[config.mk]
export PLATFORM = sky130hd
export DESIGN_NAME = gbba_cnt
export DESIGN_NICKNAME = d
export VERILOG_FILES = /design/src/rtl/gbba_pkg.sv /design/src/rtl/gbba_cnt.sv
export SDC_FILE = /design/constraint.sdc
export NUM_CORES = 1
export LEC_CHECK = 0
export ABC_AREA = 1
export BUFFER_PORTS_ARGS = -buffer_cell sky130_fd_sc_hd__buf_2
export CORE_MARGIN = 1
export CORE_UTILIZATION = 45
export DETAILED_ROUTE_END_ITERATION = 7
export GPL_TIMING_DRIVEN = 0
export PLACE_DENSITY = 0.72
export SKIP_LAST_GASP = 1
export SLEW_MARGIN = 30
export SYNTH_ARGS = -nofsm -noshare
export SYNTH_HDL_FRONTEND = slang
export SYNTH_SLANG_ARGS = --single-unit
[constraint.sdc]
create_clock -name clk_i -period 2.5 [get_ports clk_i]
set_clock_uncertainty 0.1 [all_clocks]
set_input_delay 0.5 -clock clk_i [delete_from_list [all_inputs] [get_ports clk_i]]
set_output_delay 0.5 -clock clk_i [all_outputs]
set_load 0.02 [all_outputs]
[src/rtl/gbba_pkg.sv]
// shared constants, types and helpers of the block allocator
// no dependencies
package gbba_pkg;

  localparam int GROUPS           = 8;
  localparam int BLOCKS_PER_GROUP = 1024;
  localparam int BYTES_PER_GROUP  = BLOCKS_PER_GROUP / 8;
  localparam int MAP_BYTES        = GROUPS * BYTES_PER_GROUP;

  localparam int BLK_W  = 13;
  localparam int STAT_W = 2;
  localparam int CFG_W  = 4;
  localparam int GRP_W  = (GROUPS > 1) ? $clog2(GROUPS) : 1;
  localparam int NG_W   = $clog2(GROUPS + 1);
  localparam int CNT_W  = $clog2(BLOCKS_PER_GROUP + 1);
  localparam int ADDR_W = (MAP_BYTES > 1) ? $clog2(MAP_BYTES) : 1;
  localparam int BYTE_W = (BYTES_PER_GROUP > 1) ? $clog2(BYTES_PER_GROUP) : 1;
  localparam int SPAN_W = (($clog2(GROUPS * BLOCKS_PER_GROUP + 1) > BLK_W) ?
                           $clog2(GROUPS * BLOCKS_PER_GROUP + 1) : BLK_W) + 1;

  localparam logic [CFG_W-1:0] CFG_RESET = CFG_W'(8);

  localparam logic OP_ALLOC = 1'b0;
  localparam logic OP_FREE  = 1'b1;

  localparam logic [STAT_W-1:0] ST_OK    = 2'd0;
  localparam logic [STAT_W-1:0] ST_FULL  = 2'd1;
  localparam logic [STAT_W-1:0] ST_RANGE = 2'd2;

  localparam logic [7:0] BYTE_FULL = 8'hFF;

  typedef struct packed {
    logic             op;
    logic             has_blocks;
    logic [BLK_W-1:0] hint_block;
    logic [BLK_W-1:0] free_block;
  } req_t;

  typedef struct packed {
    logic [BLK_W-1:0]  block;
    logic [STAT_W-1:0] status;
  } res_t;

  typedef struct packed {
    logic             inc;
    logic             dec;
    logic [GRP_W-1:0] idx;
  } cnt_upd_t;

  function automatic logic [2:0] low_clear_bit(input logic [7:0] b);
    logic [2:0] n;
    n = 3'd0;
    for (int k = 7; k >= 0; k--) begin
      if (!b[k]) n = 3'(k);
    end
    return n;
  endfunction

endpackage

[src/rtl/gbba_cnt.sv]
// per-group free block counters
// depends on gbba_pkg
module gbba_cnt import gbba_pkg::*; (
  input  logic             clk_i,
  input  logic             rst_ni,
  input  logic [GRP_W-1:0] rd_idx_i,
  output logic [CNT_W-1:0] rd_cnt_o,
  input  cnt_upd_t         upd_i
);

  logic [CNT_W-1:0] cnt_q [GROUPS];

  assign rd_cnt_o = cnt_q[rd_idx_i];

  always_ff @(posedge clk_i or negedge rst_ni) begin
    if (!rst_ni) begin
      for (int g = 0; g < GROUPS; g++) cnt_q[g] <= CNT_W'(BLOCKS_PER_GROUP);
    end else if (upd_i.inc) begin
      cnt_q[upd_i.idx] <= cnt_q[upd_i.idx] + CNT_W'(1);
    end else if (upd_i.dec) begin
      cnt_q[upd_i.idx] <= cnt_q[upd_i.idx] - CNT_W'(1);
    end
  end

endmodule

==> flow_summary.toml <==
[grt]
grt_overflow = 0
antenna_found_initial = 0
grt_pass1_vias = 5349
grt_usage_pct = 31.1
grt_pass1_wl_mm = 30.2
grt_max_degree = 46

[synth]
synth-simple-area-share_pct = 31.9
synth_warnings = 0
ys_seq_elements = 88
synth_edf_count = 0
async_flop_share_pct = 100
syn-cell-area_mm2 = 0.00583
synth_flop_cell = "dfrtp_1"
ys_seq_area_share_pct = 37.9
synth_cells = 858
synth-xor-area-share_pct = 0.858
synth_mux_area_share_pct = 0
synth-adder-area-share_pct = 0.429
synth-compound-area-share_pct = 17.3
syn_avg_cell_area_um2 = 6.80
synth_top_family_by_area = "simple AND/OR/NAND/NOR gates"
yosysUniqueCellTypes = 39
synth_fp_nets = 870

[worst_setup_path]
arrival_ns = 1.87
r2r_end = "cnt_q[41]$_DFFE_PN0P_"
r2r_setup_slack_ns = 0.24
cp.required_ns = 1.90
worstPathCellList = "buf_2 > inv_1 > clkbuf_2 > nor2_1 > a31oi_1 > buf_2"
critPathMaxStageDelay_ns = 0.40
slowest_stage = "clkbuf_2"
cp_common_cell = "buf_2"
crit_path_end_kind = "primary output"
crit_type = "in -> out"
path_max_fanout = 10
r2r_cells = 13
crit_path_start_kind = "primary input"

[cts]
clk_pin_slew_ns = 0.06
tritoncts = "built"
cts_root_buf = "clkbuf_16"
insertion_delay_ns = 0.36
cts.htree.levels = 3
numCtsBuffers = 9
cts_sinks = 88
clock_path_buffers = 2

[sta]
finalCriticalPeriod_ns = 2.47
slew_headroom_pct = 49.0
fin_setup_tns_ns = 0
finalCritPeriodShare_pct = 98.9
fmax_mhz = 404
fin_ws_ns = 0.0273
timing.final.hold_violations = 0
slew_viol_final = 0
worst_slew_pin_slew_ns = 0.765
setup_viol = 0
rsz0062_at_grt = "true"

[floorplan]
start_util_pct = 46.2
io_pins = 21
dieArea_mm2 = 0.0134
core_mm2 = 0.0126
chipWidth_um = 116
rows = 41
die_y_um = 116

[power_and_ir_drop]
power_mw = 5.25
power_density_mw_per_mm2 = 776
ir_drop_mv = 0.401
p_leak_nw = 3.29

[flow_run]
drv_cap = 0

[placement]
dp_slack_ns = -0.441
dpl_cell_area_mm2 = 0.00617
place.port_buffers = 17
place_hpwl_mm = 13.7
gp_congestion = 0.974

[detailed_routing]
wl_per_cell_um = 18.5
drtPass1Iterations = 6
ant_nets = 0
route.detailed.drc = 0
dr.first_iter.drc_count = 580
vias = 5970
vias_per_cell = 5.55
totalWireLength_mm = 19.9

[finish]
top_regs = "cnt_q x80"
layout.nets = 914
layout.cells.most_common = "nand2_1"
fillCellCount = 1277
final_area_mm2 = 0.00676
antenna_cells = 0
largest-register = "cnt_q"
drive_gt1_share_pct = 16.7
syn_to_final_growth_pct = 15.9
largest_register_ffs = 80
utilization_pct = 53.5
layout_common_cells = "264 x nand2_1, 104 x inv_1, 97 x o21ai_0"

[min_path]
min_to = "cnt_q[21]$_DFFE_PN1P_"
min_path_cells = 2
hold_start = "cnt_q[21]$_DFFE_PN1P_"
hold_class = "reg -> reg"

[outcome]
outcome = "complete, no violations"
[power by group]
part	switching [mW]	total, mW	internal (mW)
clock	0.551	1.26	0.709
combinational	1.25	1.88	0.631
sequential	0.247	2.10	1.86
total	2.05	5.25	3.20
[worst max-delay path, delay by kind of cell]
family / cells / cell delay (ns)
buffers and inverters: 4 / 1.08
AO/OA/AOI/OAI: 1 / 0.19
AND/OR/NAND/NOR: 1 / 0.09
[layer usage]
metal,part of all wire [%],GRT usage (%),vias up
met3,10,8.79,75
met5,0,0,-
met4,4.9,17.1,0
met2,45,47.3,320
met1,40,40.0,2744
li1,-,-,2831
[cell usage after synthesis, types with 8 or more instances]
library cell / instances / area, µm²
dfstp_2: 8 / 210
nand2_1: 265 / 995
nand3_1: 64 / 320
a21oi_1: 31 / 155
dfrtp_1: 80 / 2000
buf_6: 8 / 90.1
clkbuf_1: 24 / 90.1
nand2_2: 13 / 81.3
o21ai_1: 26 / 130
o21ai_0: 97 / 485
inv_1: 106 / 398
a31oi_1: 11 / 68.8
nor2_1: 45 / 169
[worst max-delay path by stage]
stage / startpoint / to / slack (ns) / depth (start not counted)
finish: rd_idx_i[2] / rd_cnt_o[7] / 0.03 / 6
global route: rd_idx_i[0] / rd_cnt_o[5] / -0.07 / 7
CTS: rd_idx_i[0] / rd_cnt_o[2] / -0.006 / 7
detailed placement: rd_idx_i[0] / rd_cnt_o[2] / -0.44 / 7
global placement: rd_idx_i[0] / rd_cnt_o[8] / -0.45 / 8
floorplan: upd_i[1] / cnt_q[6]$_DFFE_PN0P_ / 0.11 / 15
[cell families after synthesis]
family | Yosys count
AOI/OAI and AO/OA | 186
xor gates and xnor gates | 4
adders and majority gates | 2
buffers and inverters | 157
DFF | 88
and+or+nand+nor | 421
[per-stage QoR]
step                      cells  hold WS [ns]
after global routing       1076         0.396
after global placement     1047         0.358
after detailed placement   1048         0.354
after CTS                  1063         0.374
final                      1076         0.371
after floorplan             858         0.104
[repair_timing]
item                       CTS  global route
buffers inserted             1            13
hold endpoints to repair    38             0
gates resized for setup     19            38
hold buffers                 1             0
pin swaps                    2            16
setup endpoints to repair   27            65
[layout make-up]
class                   count  area (µm²)  area share (%)
inverters                 116         444            6.57
repair buffers             33         259            3.83
plain buffers              41         283            4.19
flip-flops and latches     88        2210            32.7
clock inverters             1        5.00          0.0741
multi-input cells         613        3080            45.6
clock buffers              12         256            3.80
well taps                 172         215            3.19
(Power assumes the default switching activity.)
