`config.mk`:
```
export PLATFORM = sky130hd
export DESIGN_NAME = gbba_ctrl
export DESIGN_NICKNAME = d
export VERILOG_FILES = /design/src/rtl/gbba_pkg.sv /design/src/rtl/gbba_ctrl.sv
export SDC_FILE = /design/constraint.sdc
export NUM_CORES = 1
export LEC_CHECK = 0
export BUFFER_PORTS_ARGS = -buffer_cell sky130_fd_sc_hd__buf_2
export CAP_MARGIN = 15
export CORE_UTILIZATION = 55
export CTS_BUF_LIST = sky130_fd_sc_hd__clkbuf_16
export CTS_CLUSTER_SIZE = 25
export DETAILED_ROUTE_END_ITERATION = 6
export GPL_TIMING_DRIVEN = 0
export PLACE_DENSITY = 0.91
export SLEW_MARGIN = 40
export SYNTH_ARGS = -nofsm -noshare
export SYNTH_HDL_FRONTEND = slang
export SYNTH_SLANG_ARGS = --single-unit
export TNS_END_PERCENT = 20
```
`constraint.sdc`:
```
create_clock -name clk_i -period 4.9 [get_ports clk_i]
set_clock_uncertainty 0.15 [all_clocks]
set_input_delay 0.245 -clock clk_i [delete_from_list [all_inputs] [get_ports clk_i]]
set_output_delay 0.245 -clock clk_i [all_outputs]
set_load 0.05 [all_outputs]
```
`src/rtl/gbba_pkg.sv`:
```
// shared constants, types and helpers of the block allocator
// no dependencies
package gbba_pkg;

  localparam int GROUPS           = 8;
  localparam int BLOCKS_PER_GROUP = 1024;
  localparam int BYTES_PER_GROUP  = BLOCKS_PER_GROUP / 8;
  localparam int MAP_BYTES        = GROUPS * BYTES_PER_GROUP;

  localparam int BLK_W  = 13;
  localparam int STAT_W = 2;
  localparam int CFG_W  = 4;
  localparam int GRP_W  = (GROUPS > 1) ? $clog2(GROUPS) : 1;
  localparam int NG_W   = $clog2(GROUPS + 1);
  localparam int CNT_W  = $clog2(BLOCKS_PER_GROUP + 1);
  localparam int ADDR_W = (MAP_BYTES > 1) ? $clog2(MAP_BYTES) : 1;
  localparam int BYTE_W = (BYTES_PER_GROUP > 1) ? $clog2(BYTES_PER_GROUP) : 1;
  localparam int SPAN_W = (($clog2(GROUPS * BLOCKS_PER_GROUP + 1) > BLK_W) ?
                           $clog2(GROUPS * BLOCKS_PER_GROUP + 1) : BLK_W) + 1;

  localparam logic [CFG_W-1:0] CFG_RESET = CFG_W'(8);

  localparam logic OP_ALLOC = 1'b0;
  localparam logic OP_FREE  = 1'b1;

  localparam logic [STAT_W-1:0] ST_OK    = 2'd0;
  localparam logic [STAT_W-1:0] ST_FULL  = 2'd1;
  localparam logic [STAT_W-1:0] ST_RANGE = 2'd2;

  localparam logic [7:0] BYTE_FULL = 8'hFF;

  typedef struct packed {
    logic             op;
    logic             has_blocks;
    logic [BLK_W-1:0] hint_block;
    logic [BLK_W-1:0] free_block;
  } req_t;

  typedef struct packed {
    logic [BLK_W-1:0]  block;
    logic [STAT_W-1:0] status;
  } res_t;

  typedef struct packed {
    logic             inc;
    logic             dec;
    logic [GRP_W-1:0] idx;
  } cnt_upd_t;

  function automatic logic [2:0] low_clear_bit(input logic [7:0] b);
    logic [2:0] n;
    n = 3'd0;
    for (int k = 7; k >= 0; k--) begin
      if (!b[k]) n = 3'(k);
    end
    return n;
  endfunction

endpackage

```
`src/rtl/gbba_ctrl.sv`:
```
// sequencer: group search, bitmap scan, read-modify-write of bitmap bytes
// depends on gbba_pkg
module gbba_ctrl import gbba_pkg::*; (
  input  logic              clk_i,
  input  logic              rst_ni,
  input  logic [NG_W-1:0]   ng_i,
  input  logic              req_valid_i,
  output logic              req_ready_o,
  input  req_t              req_i,
  output logic              res_valid_o,
  input  logic              res_ready_i,
  output res_t              res_o,
  output logic [GRP_W-1:0]  cnt_idx_o,
  input  logic [CNT_W-1:0]  cnt_i,
  output cnt_upd_t          cnt_upd_o,
  output logic              mem_we_o,
  output logic [ADDR_W-1:0] mem_waddr_o,
  output logic [7:0]        mem_wdata_o,
  output logic              mem_re_o,
  output logic [ADDR_W-1:0] mem_raddr_o,
  input  logic [7:0]        mem_rdata_i
);

  localparam logic [3:0] S_CLEAR   = 4'd0;
  localparam logic [3:0] S_IDLE    = 4'd1;
  localparam logic [3:0] S_LOC     = 4'd2;
  localparam logic [3:0] S_MIN     = 4'd3;
  localparam logic [3:0] S_MINCHK  = 4'd4;
  localparam logic [3:0] S_WALK    = 4'd5;
  localparam logic [3:0] S_FREE_RD = 4'd6;
  localparam logic [3:0] S_FREE_WR = 4'd7;
  localparam logic [3:0] S_SCAN    = 4'd8;
  localparam logic [3:0] S_DONE    = 4'd9;

  logic [3:0]        state_q, state_d;
  logic [ADDR_W-1:0] clr_q, clr_d;
  req_t              req_q, req_d;
  res_t              res_q, res_d;
  logic [GRP_W-1:0]  i_q, i_d, g_q, g_d;
  logic [SPAN_W-1:0] rbase_q, rbase_d, base_q, base_d;
  logic [ADDR_W-1:0] rbbase_q, rbbase_d, bbase_q, bbase_d;
  logic [CNT_W-1:0]  best_q, best_d;
  logic [NG_W-1:0]   k_q, k_d;
  logic [2:0]        bit_q, bit_d;
  logic [ADDR_W-1:0] addr_q, addr_d;
  logic [BYTE_W-1:0] rd_i_q, rd_i_d, chk_i_q, chk_i_d;
  logic              chk_v_q, chk_v_d;

  logic [BLK_W-1:0]  target;
  logic [SPAN_W-1:0] off, blk_sum;
  logic [2:0]        n_bit;
  logic              i_last, g_last;

  assign target  = (req_q.op == OP_FREE) ? req_q.free_block : req_q.hint_block;
  assign off     = SPAN_W'(target) - base_q;
  assign n_bit   = low_clear_bit(mem_rdata_i);
  assign blk_sum = base_q + SPAN_W'({chk_i_q, n_bit});
  assign i_last  = (NG_W'(i_q) + NG_W'(1)) >= ng_i;
  assign g_last  = (NG_W'(g_q) + NG_W'(1)) >= ng_i;

  assign req_ready_o = (state_q == S_IDLE);
  assign res_valid_o = (state_q == S_DONE);
  assign res_o       = res_q;
  assign cnt_idx_o   = (state_q == S_MIN) ? i_q : g_q;

  always_comb begin
    state_d  = state_q;
    clr_d    = clr_q;
    req_d    = req_q;
    res_d    = res_q;
    i_d      = i_q;
    g_d      = g_q;
    rbase_d  = rbase_q;
    base_d   = base_q;
    rbbase_d = rbbase_q;
    bbase_d  = bbase_q;
    best_d   = best_q;
    k_d      = k_q;
    bit_d    = bit_q;
    addr_d   = addr_q;
    rd_i_d   = rd_i_q;
    chk_i_d  = chk_i_q;
    chk_v_d  = chk_v_q;
    mem_we_o    = 1'b0;
    mem_waddr_o = addr_q;
    mem_wdata_o = 8'd0;
    mem_re_o    = 1'b0;
    mem_raddr_o = addr_q;
    cnt_upd_o   = '0;
    cnt_upd_o.idx = g_q;

    case (state_q)
      S_CLEAR: begin
        mem_we_o    = 1'b1;
        mem_waddr_o = clr_q;
        clr_d       = clr_q + ADDR_W'(1);
        if (clr_q == ADDR_W'(MAP_BYTES - 1)) state_d = S_IDLE;
      end
      S_IDLE: begin
        if (req_valid_i) begin
          req_d    = req_i;
          i_d      = '0;
          rbase_d  = '0;
          rbbase_d = '0;
          k_d      = '0;
          if (req_i.op == OP_FREE || req_i.has_blocks) state_d = S_LOC;
          else state_d = S_MIN;
        end
      end
      S_LOC: begin
        if (SPAN_W'(target) < rbase_q + SPAN_W'(BLOCKS_PER_GROUP)) begin
          g_d     = i_q;
          base_d  = rbase_q;
          bbase_d = rbbase_q;
          state_d = (req_q.op == OP_FREE) ? S_FREE_RD : S_WALK;
        end else if (i_last) begin
          res_d   = '{block: '0, status: ST_RANGE};
          state_d = S_DONE;
        end else begin
          i_d      = i_q + GRP_W'(1);
          rbase_d  = rbase_q + SPAN_W'(BLOCKS_PER_GROUP);
          rbbase_d = rbbase_q + ADDR_W'(BYTES_PER_GROUP);
        end
      end
      S_MIN: begin
        if (i_q == '0 || cnt_i < best_q) begin
          best_d  = cnt_i;
          g_d     = i_q;
          base_d  = rbase_q;
          bbase_d = rbbase_q;
        end
        if (i_last) begin
          state_d = S_MINCHK;
        end else begin
          i_d      = i_q + GRP_W'(1);
          rbase_d  = rbase_q + SPAN_W'(BLOCKS_PER_GROUP);
          rbbase_d = rbbase_q + ADDR_W'(BYTES_PER_GROUP);
        end
      end
      S_MINCHK: begin
        if (cnt_i == '0) begin
          res_d   = '{block: '0, status: ST_FULL};
          state_d = S_DONE;
        end else begin
          rd_i_d  = '0;
          chk_v_d = 1'b0;
          state_d = S_SCAN;
        end
      end
      S_WALK: begin
        if (cnt_i != '0) begin
          rd_i_d  = '0;
          chk_v_d = 1'b0;
          state_d = S_SCAN;
        end else if ((k_q + NG_W'(1)) >= ng_i) begin
          res_d   = '{block: '0, status: ST_FULL};
          state_d = S_DONE;
        end else begin
          k_d = k_q + NG_W'(1);
          if (g_last) begin
            g_d     = '0;
            base_d  = '0;
            bbase_d = '0;
          end else begin
            g_d     = g_q + GRP_W'(1);
            base_d  = base_q + SPAN_W'(BLOCKS_PER_GROUP);
            bbase_d = bbase_q + ADDR_W'(BYTES_PER_GROUP);
          end
        end
      end
      S_FREE_RD: begin
        mem_re_o    = 1'b1;
        mem_raddr_o = bbase_q + ADDR_W'(off[SPAN_W-1:3]);
        addr_d      = mem_raddr_o;
        bit_d       = off[2:0];
        state_d     = S_FREE_WR;
      end
      S_FREE_WR: begin
        if (mem_rdata_i[bit_q]) begin
          mem_we_o      = 1'b1;
          mem_wdata_o   = mem_rdata_i & ~(8'd1 << bit_q);
          cnt_upd_o.inc = 1'b1;
        end
        res_d   = '{block: '0, status: ST_OK};
        state_d = S_DONE;
      end
      S_SCAN: begin
        mem_re_o    = 1'b1;
        mem_raddr_o = bbase_q + ADDR_W'(rd_i_q);
        addr_d      = mem_raddr_o;
        chk_i_d     = rd_i_q;
        chk_v_d     = 1'b1;
        if (rd_i_q != BYTE_W'(BYTES_PER_GROUP - 1)) rd_i_d = rd_i_q + BYTE_W'(1);
        if (chk_v_q && mem_rdata_i != BYTE_FULL) begin
          mem_we_o      = 1'b1;
          mem_wdata_o   = mem_rdata_i | (8'd1 << n_bit);
          cnt_upd_o.dec = 1'b1;
          res_d         = '{block: blk_sum[BLK_W-1:0], status: ST_OK};
          state_d       = S_DONE;
        end
      end
      S_DONE: begin
        if (res_ready_i) state_d = S_IDLE;
      end
      default: state_d = S_IDLE;
    endcase

    // scan writes go back to the byte that was checked
    if (state_q == S_SCAN) mem_waddr_o = addr_q;
  end

  always_ff @(posedge clk_i or negedge rst_ni) begin
    if (!rst_ni) begin
      state_q <= S_CLEAR;
      clr_q   <= '0;
      chk_v_q <= 1'b0;
    end else begin
      state_q <= state_d;
      clr_q   <= clr_d;
      chk_v_q <= chk_v_d;
    end
  end

  always_ff @(posedge clk_i) begin
    req_q    <= req_d;
    res_q    <= res_d;
    i_q      <= i_d;
    g_q      <= g_d;
    rbase_q  <= rbase_d;
    base_q   <= base_d;
    rbbase_q <= rbbase_d;
    bbase_q  <= bbase_d;
    best_q   <= best_d;
    k_q      <= k_d;
    bit_q    <= bit_d;
    addr_q   <= addr_d;
    rd_i_q   <= rd_i_d;
    chk_i_q  <= chk_i_d;
  end

endmodule

```
==> out/qor.yml, run 1 <==
clk-insertion-delay-late_ns: 0.42
fin_crit_sh: 0.962
comb_power_share: 0.457
cp-startpoint: "req_q[27]"
post-route-min-period_ns: 4.71
worst_slew_pin_slew_ns: 0.813
grt_first_pass_wirelength_mm: 25.0
yosys_warnings: 0
setup_viol: 0
ys.flop_type: "edfxtp_1"
synth_compound_area_frac: 0.100
drcViolationCount: 0
maxSlewViolCount: 0
r2r-end: "addr_q[9]"
max_freq_ghz: 0.212
reg2reg_depth: 11
diodes: 0
cp.required_ns: 4.51
gr-total-overflow: 0
leakagePower_uw: 0.00340
track_usage: 0.286
die_width_um: 109
path_cells: "clkbuf_1, clkbuf_2, mux2_2, ha_1, o21ai_0, nand3_1, fa_1, xor2_1, nor3b_1, a21oi_1, o22ai_1, buf_2"
numCtsBuffers: 17
portBuffers: 107
pwr_density_cell_nw_per_um2: 684
timing.rr.start: "req_q[27]"
muxShareOfSynthArea: 0.0553
critPathKind: "reg -> out"
place.gp.congestion: 0.854
syn_avg_cell_area_um2: 11.5
synth_fp_nets: 636
synth-seq-area-share: 0.544
postPlaceCellArea_um2: 6970
rsz0062_at_grt: "no"
ctsRootBufferMaster: "clkbuf_16"
synth_adder_area_share: 0.0793
start_util: 0.572
synth_edf_count: 94
yosys.area_share.xor_xnor: 0.0486
synth-seq-cells: 119
cts_tree: "built"
end_kind: "output port"
setup_tns_ns: 0
viasPerCell: 5.90
swShare: 0.446
clk_pin_slew_worst_paths_ns: 0.06
p_int_uw: 3020
p_switching_uw: 2430
fin_ws_ns: 0.189
synthArstFlopShare: 0.126
syn_to_final_growth_pct: 27.5
p_clk_frac: 0.226
fin_nets: 801
grt_pass1_vias: 5108
syn_inst: 542
dr.pass1.iters: 5
grt_max_degree: 28
first_iter_violations: 442
endpoint: "mem_raddr_o[9]"
crit_cells: 12
cts_setup_buffers: 0
htreeDepth: 4
antenna_left: 0
fin_area_um2: 7970
core_area_um2: 10900
dieArea_um2: 11800
wl_per_cell_um: 18.8
finalWirelength_mm: 16.2
crit_path_start_kind: "flop"
clkSinkCount: 119
slew_headroom: 0.458
drive_above_1_share: 0.253
antenna_found_initial: 0
hold_violations: 0
crit_fanout: 10
rrSetupSlack_ns: 1.07
vias: 5078
cp_slowest_cell: "fa_1"
cpPeakStageDelay_ns: 0.51
holdWs_ns: 0.0322
path_buf_inv: 3
clock_path_buffers: 2
hp-class: "in -> reg"
crit_arrival_ns: 4.32
dp_hpwl_mm: 10.4
yosysUniqueCellTypes: 61
peakVddDrop_mv: 0.421
rows: 38
status: "finished, final reports clean"
synth_simple_gate_area_frac: 0.137
pwr-share-seq: 0.317
power_uw: 5450
post-place-ws_ns: 0.607
ios: 110
synth_top_family_by_area: "simple AND/OR/NAND/NOR gates"
cap_violations: 0
netlist_area_um2: 6250
critPathTopFamily: "buffers and inverters"
chipHeight_um: 109
layout by cell type (no fill, tap or decap), types with 10 or more instances in the layout:
cell             n
mux2i_1         12
nor2_1          49
and2_1          13
mux2_2          20
nand2_1         42
o21ai_0         18
a21oi_1         19
edfxtp_1        94
xnor2_1         16
ha_1            38
inv_1           26
nand2b_1        11
dfrtp_1         15
buf_2          111
dfxtp_1         10
clkbuf_16       17
xor2_1          16
dlygate4sd3_1   39
clkbuf_1        12
registers in the layout (all words and copies together), names as in the netlist:
register and cells:
chk_i_q 7, rd_i_q 7, state_q 4, res_o 15, k_q 4, i_q 3
clr_q 10, bit_q 3, bbase_q 3, rbase_q 5, base_q 3, rbbase_q 3
req_q 27, g_q 3, chk_v_q 1, addr_q 10, best_q 11
layer usage:
metal	wire length, um	up-vias	GRT usage
met5	0	-	0
met4	610	0	0.151
met3	1340	60	0.0675
met2	7980	287	0.477
met1	6270	2420	0.343
li1	-	2311	-
cells by family (layout without fill, tap and decap cells):
kind of cell / after synthesis / count (layout)
AO/OA/AOI/OAI: 96 / 96
adder cells (fa/ha/maj): 39 / 39
multiplexers: 32 / 32
XOR/XNOR: 33 / 33
buffers and inverters: 51 / 229
AND/OR/NAND/NOR: 172 / 172
flip-flops: 119 / 119
cell usage after synthesis, types with 9 or more instances:
| master | n | share of area |
|---|---|---|
| a21oi_1 | 19 | 0.015 |
| and2_1 | 14 | 0.014 |
| clkbuf_1 | 13 | 0.0078 |
| dfrtp_1 | 15 | 0.060 |
| dfxtp_1 | 10 | 0.032 |
| edfxtp_1 | 94 | 0.45 |
| ha_1 | 38 | 0.076 |
| inv_1 | 26 | 0.016 |
| mux2_2 | 20 | 0.036 |
| mux2i_1 | 12 | 0.019 |
| nand2_1 | 42 | 0.025 |
| nand2b_1 | 11 | 0.011 |
| nand4_1 | 9 | 0.0090 |
| nor2_1 | 50 | 0.030 |
| nor3_1 | 9 | 0.0072 |
| o21ai_0 | 19 | 0.015 |
| xnor2_1 | 16 | 0.022 |
| xor2_1 | 16 | 0.022 |
how the worst min path moves through the flow:
stage | startpoint | slack (ns) | depth (start not counted) | to
after detailed placement | rst_ni | 0.03 | 1 | clr_q[5]
after CTS | mem_rdata_i[0] | 0.03 | 2 | res_o[2]
after global routing | mem_rdata_i[0] | 0.05 | 2 | res_o[2]
final | mem_rdata_i[0] | 0.03 | 2 | res_o[2]
after floorplan | rst_ni | -0.20 | 0 | chk_v_q
after global placement | rst_ni | 0.02 | 1 | clr_q[6]
stage by stage:
step,cells,utilization
after floorplan,542,-
after global placement,789,0.636
after detailed placement,789,0.638
after CTS,860,0.726
after global routing,860,0.728
final,860,0.728
repair_timing:
action,4_1_cts,5_1_grt
endpoints found under the hold margin,53,0
hold buffers,39,0
resized for setup,0,2
endpoints found under the setup margin,0,1
area by class of cell:
| cell class | instances | area [um^2] |
|---|---|---|
| Clock buffer | 17 | 425 |
| Sequential cell | 119 | 3400 |
| Inverter | 28 | 105 |
| Buffer | 23 | 119 |
| Tap cell | 140 | 175 |
| Fill cell | 720 | 2970 |
| Timing Repair Buffer | 146 | 926 |
| Clock inverter | 15 | 151 |
| Multi-Input combinational cell | 372 | 2670 |
power by group through the flow:
stage	sequential (uW)	clock, uW	combinational (uW)
6_report	1730	1230	2490
5_1_grt	1750	1280	2670
4_1_cts	1720	1230	2440
3_5_place_dp	1730	0	2340
3_3_place_gp	1710	0	2240
2_1_floorplan	1860	0	1610
worst register-to-register path, cell delays in order, from the launching register on:
cell and delay (ns):
edfxtp_1 0.32, clkbuf_1 0.34, clkbuf_2 0.41, mux2_2 0.41, ha_1 0.31, o21ai_0 0.26, nand3_1 0.20, fa_1 0.51
xor2_1 0.23, nor3b_1 0.30, a21oi_1 0.09, o22ai_1 0.20
Note: power is estimated with default switching activity, not from simulation.
==> run 2, diff against run 1 <==
--- a/config.mk
+++ b/config.mk
@@ -7,12 +7,14 @@
 export LEC_CHECK = 0
 export BUFFER_PORTS_ARGS = -buffer_cell sky130_fd_sc_hd__buf_2
 export CAP_MARGIN = 15
-export CORE_UTILIZATION = 55
+export CELL_PAD_IN_SITES_DETAIL_PLACEMENT = 2
+export CELL_PAD_IN_SITES_GLOBAL_PLACEMENT = 2
+export CORE_UTILIZATION = 37
 export CTS_BUF_LIST = sky130_fd_sc_hd__clkbuf_16
 export CTS_CLUSTER_SIZE = 25
 export DETAILED_ROUTE_END_ITERATION = 6
 export GPL_TIMING_DRIVEN = 0
-export PLACE_DENSITY = 0.91
+export PLACE_DENSITY = 0.92
 export SLEW_MARGIN = 40
 export SYNTH_ARGS = -nofsm -noshare
 export SYNTH_HDL_FRONTEND = slang
==> run 2 against run 1 <==
Against the previous run:
- global-route usage is 1.5 points lower
- die area grew 48%
- first-iteration DRC count shrank 52%
- combinational power grew 5%
- register-to-register slack lost 0.18 ns
- clock-buffer cell count unchanged
- maximum frequency up 0.44%
- non-clock buffer count rose by 1
- clock power rose by 8%
- critical endpoint unchanged
- largest power group unchanged
==> out/qor.yml, run 2 (same netlist as run 1, synthesis figures left out) <==
seq_area_um2: 3400
instances_no_fill: 941
cpPeakStageDelay_ns: 0.45
final_common_cell: "buf_2"
rows: 47
path_cells: "clkbuf_1, clkbuf_2, mux2_2, ha_1, o21ai_0, nand3_1, fa_1, xor2_1, nor3b_1, a21oi_1, o22ai_1, buf_2"
viasPerCell: 5.40
critPathKind: "reg -> out"
ios: 110
vias: 5080
fin_crit_sh: 0.957
fin_area_um2: 8100
cts_tree: "built"
end_kind: "output port"
dp_hpwl_mm: 14.9
setup_tns_ns: 0
dr.pass1.iters: 4
dp.cells: 870
multiInputGateArea_um2: 2660
chipHeight_um: 132
cp.required_ns: 4.51
crit_arrival_ns: 4.30
clock_path_buffers: 2
clk-insertion-delay-late_ns: 0.44
cap_violations: 0
antenna_found_initial: 0
htreeDepth: 4
grt_first_pass_wirelength_mm: 35.1
cp_slowest_cell: "fa_1"
top_register: "req_q"
start_util: 0.378
fin_nets: 802
crit_fanout: 10
post-route-min-period_ns: 4.69
fill_cells: 1644
wl_per_cell_um: 24.0
dieArea_um2: 17400
portBuffers: 107
finalWirelength_mm: 22.5
rsz0062_at_grt: "no"
drive_above_1_share: 0.251
antenna_left: 0
hold_violations: 0
diodes: 0
worst_slew_pin_slew_ns: 0.793
clkSinkCount: 119
place.gp.congestion: 0.837
layout_common_cells: "111 x buf_2, 94 x edfxtp_1, 49 x nor2_1"
crit_path_start_kind: "flop"
gr-total-overflow: 0
grt_pass1_vias: 5896
numCtsBuffers: 17
slew_headroom: 0.472
status: "finished, final reports clean"
hp-class: "in -> reg"
drcViolationCount: 0
grt_max_degree: 28
core_area_um2: 16500
peakVddDrop_mv: 0.324
holdWs_ns: 0.0335
syn_to_final_growth_pct: 29.6
die_width_um: 132
ctsRootBufferMaster: "clkbuf_16"
largest_reg_flops: 27
setup_viol: 0
first_iter_violations: 210
leakagePower_uw: 0.00343
track_usage: 0.271
final_util: 0.490
postPlaceCellArea_um2: 7080
maxSlewViolCount: 0
pwr_density_cell_nw_per_um2: 704
max_freq_ghz: 0.213
clk_pin_slew_worst_paths_ns: 0.05
## run 2: per-layer routing
metal	track usage	up-vias	wire, um
li1	-	2299	-
met1	0.306	2583	9000
met2	0.491	151	12000
met3	0.0569	47	889
met4	0.119	0	641
met5	0	-	0
## run 2: path summary, 6_finish.rpt
kind,start,to,slack [ns],cells past startpoint
min in group asynchronous,rst_ni,clr_q[1],0.12,2
hold reg to reg,addr_q[7],addr_q[7],0.38,1
setup reg to reg,req_q[27],base_q[11],0.89,9
max in group asynchronous,rst_ni,state_q[0],4.18,2
hold / removal,mem_rdata_i[0],res_o[2],0.03,2
setup / recovery,req_q[27],mem_raddr_o[9],0.21,12
## run 2: report_power, final
part           internal, uW  switching [uW]  total, uW
Clock                   842             489       1330
Combinational           780            1830       2610
Sequential             1500             262       1760
## run 2: area by class of cell
| cell class | instances | share of cell area |
|---|---|---|
| clock buffers | 17 | 0.0525 |
| flip-flops and latches | 119 | 0.420 |
| clock inverters | 15 | 0.0229 |
| inverters | 28 | 0.0130 |
| repair buffers | 147 | 0.115 |
| plain buffers | 23 | 0.0148 |
| multi-input cells | 372 | 0.328 |
| well taps | 220 | 0.0340 |
## run 2: what timing repair did
action	in CTS	in global routing
hold endpoints to repair	53	0
gates resized for setup	1	0
hold buffers	39	0
setup endpoints to repair	1	0
setup buffers	0	0
## run 2: metrics by stage
stage	total power (uW)	worst slack, ns
2_1_floorplan	3470	0.877
3_3_place_gp	4020	0.344
3_5_place_dp	4250	0.539
4_1_cts	5690	0.208
5_1_grt	5940	0.0297
6_report	5700	0.209
## run 2: worst max-delay path, delay by kind of cell (launching register included)
family          cells  cell delay, ns
compound gates      3            0.57
xor+xnor            1            0.22
fa+ha+maj           2            0.75
buf+inv             3            1.15
flops               1            0.32
mux                 1            0.41
simple gates        2            0.44
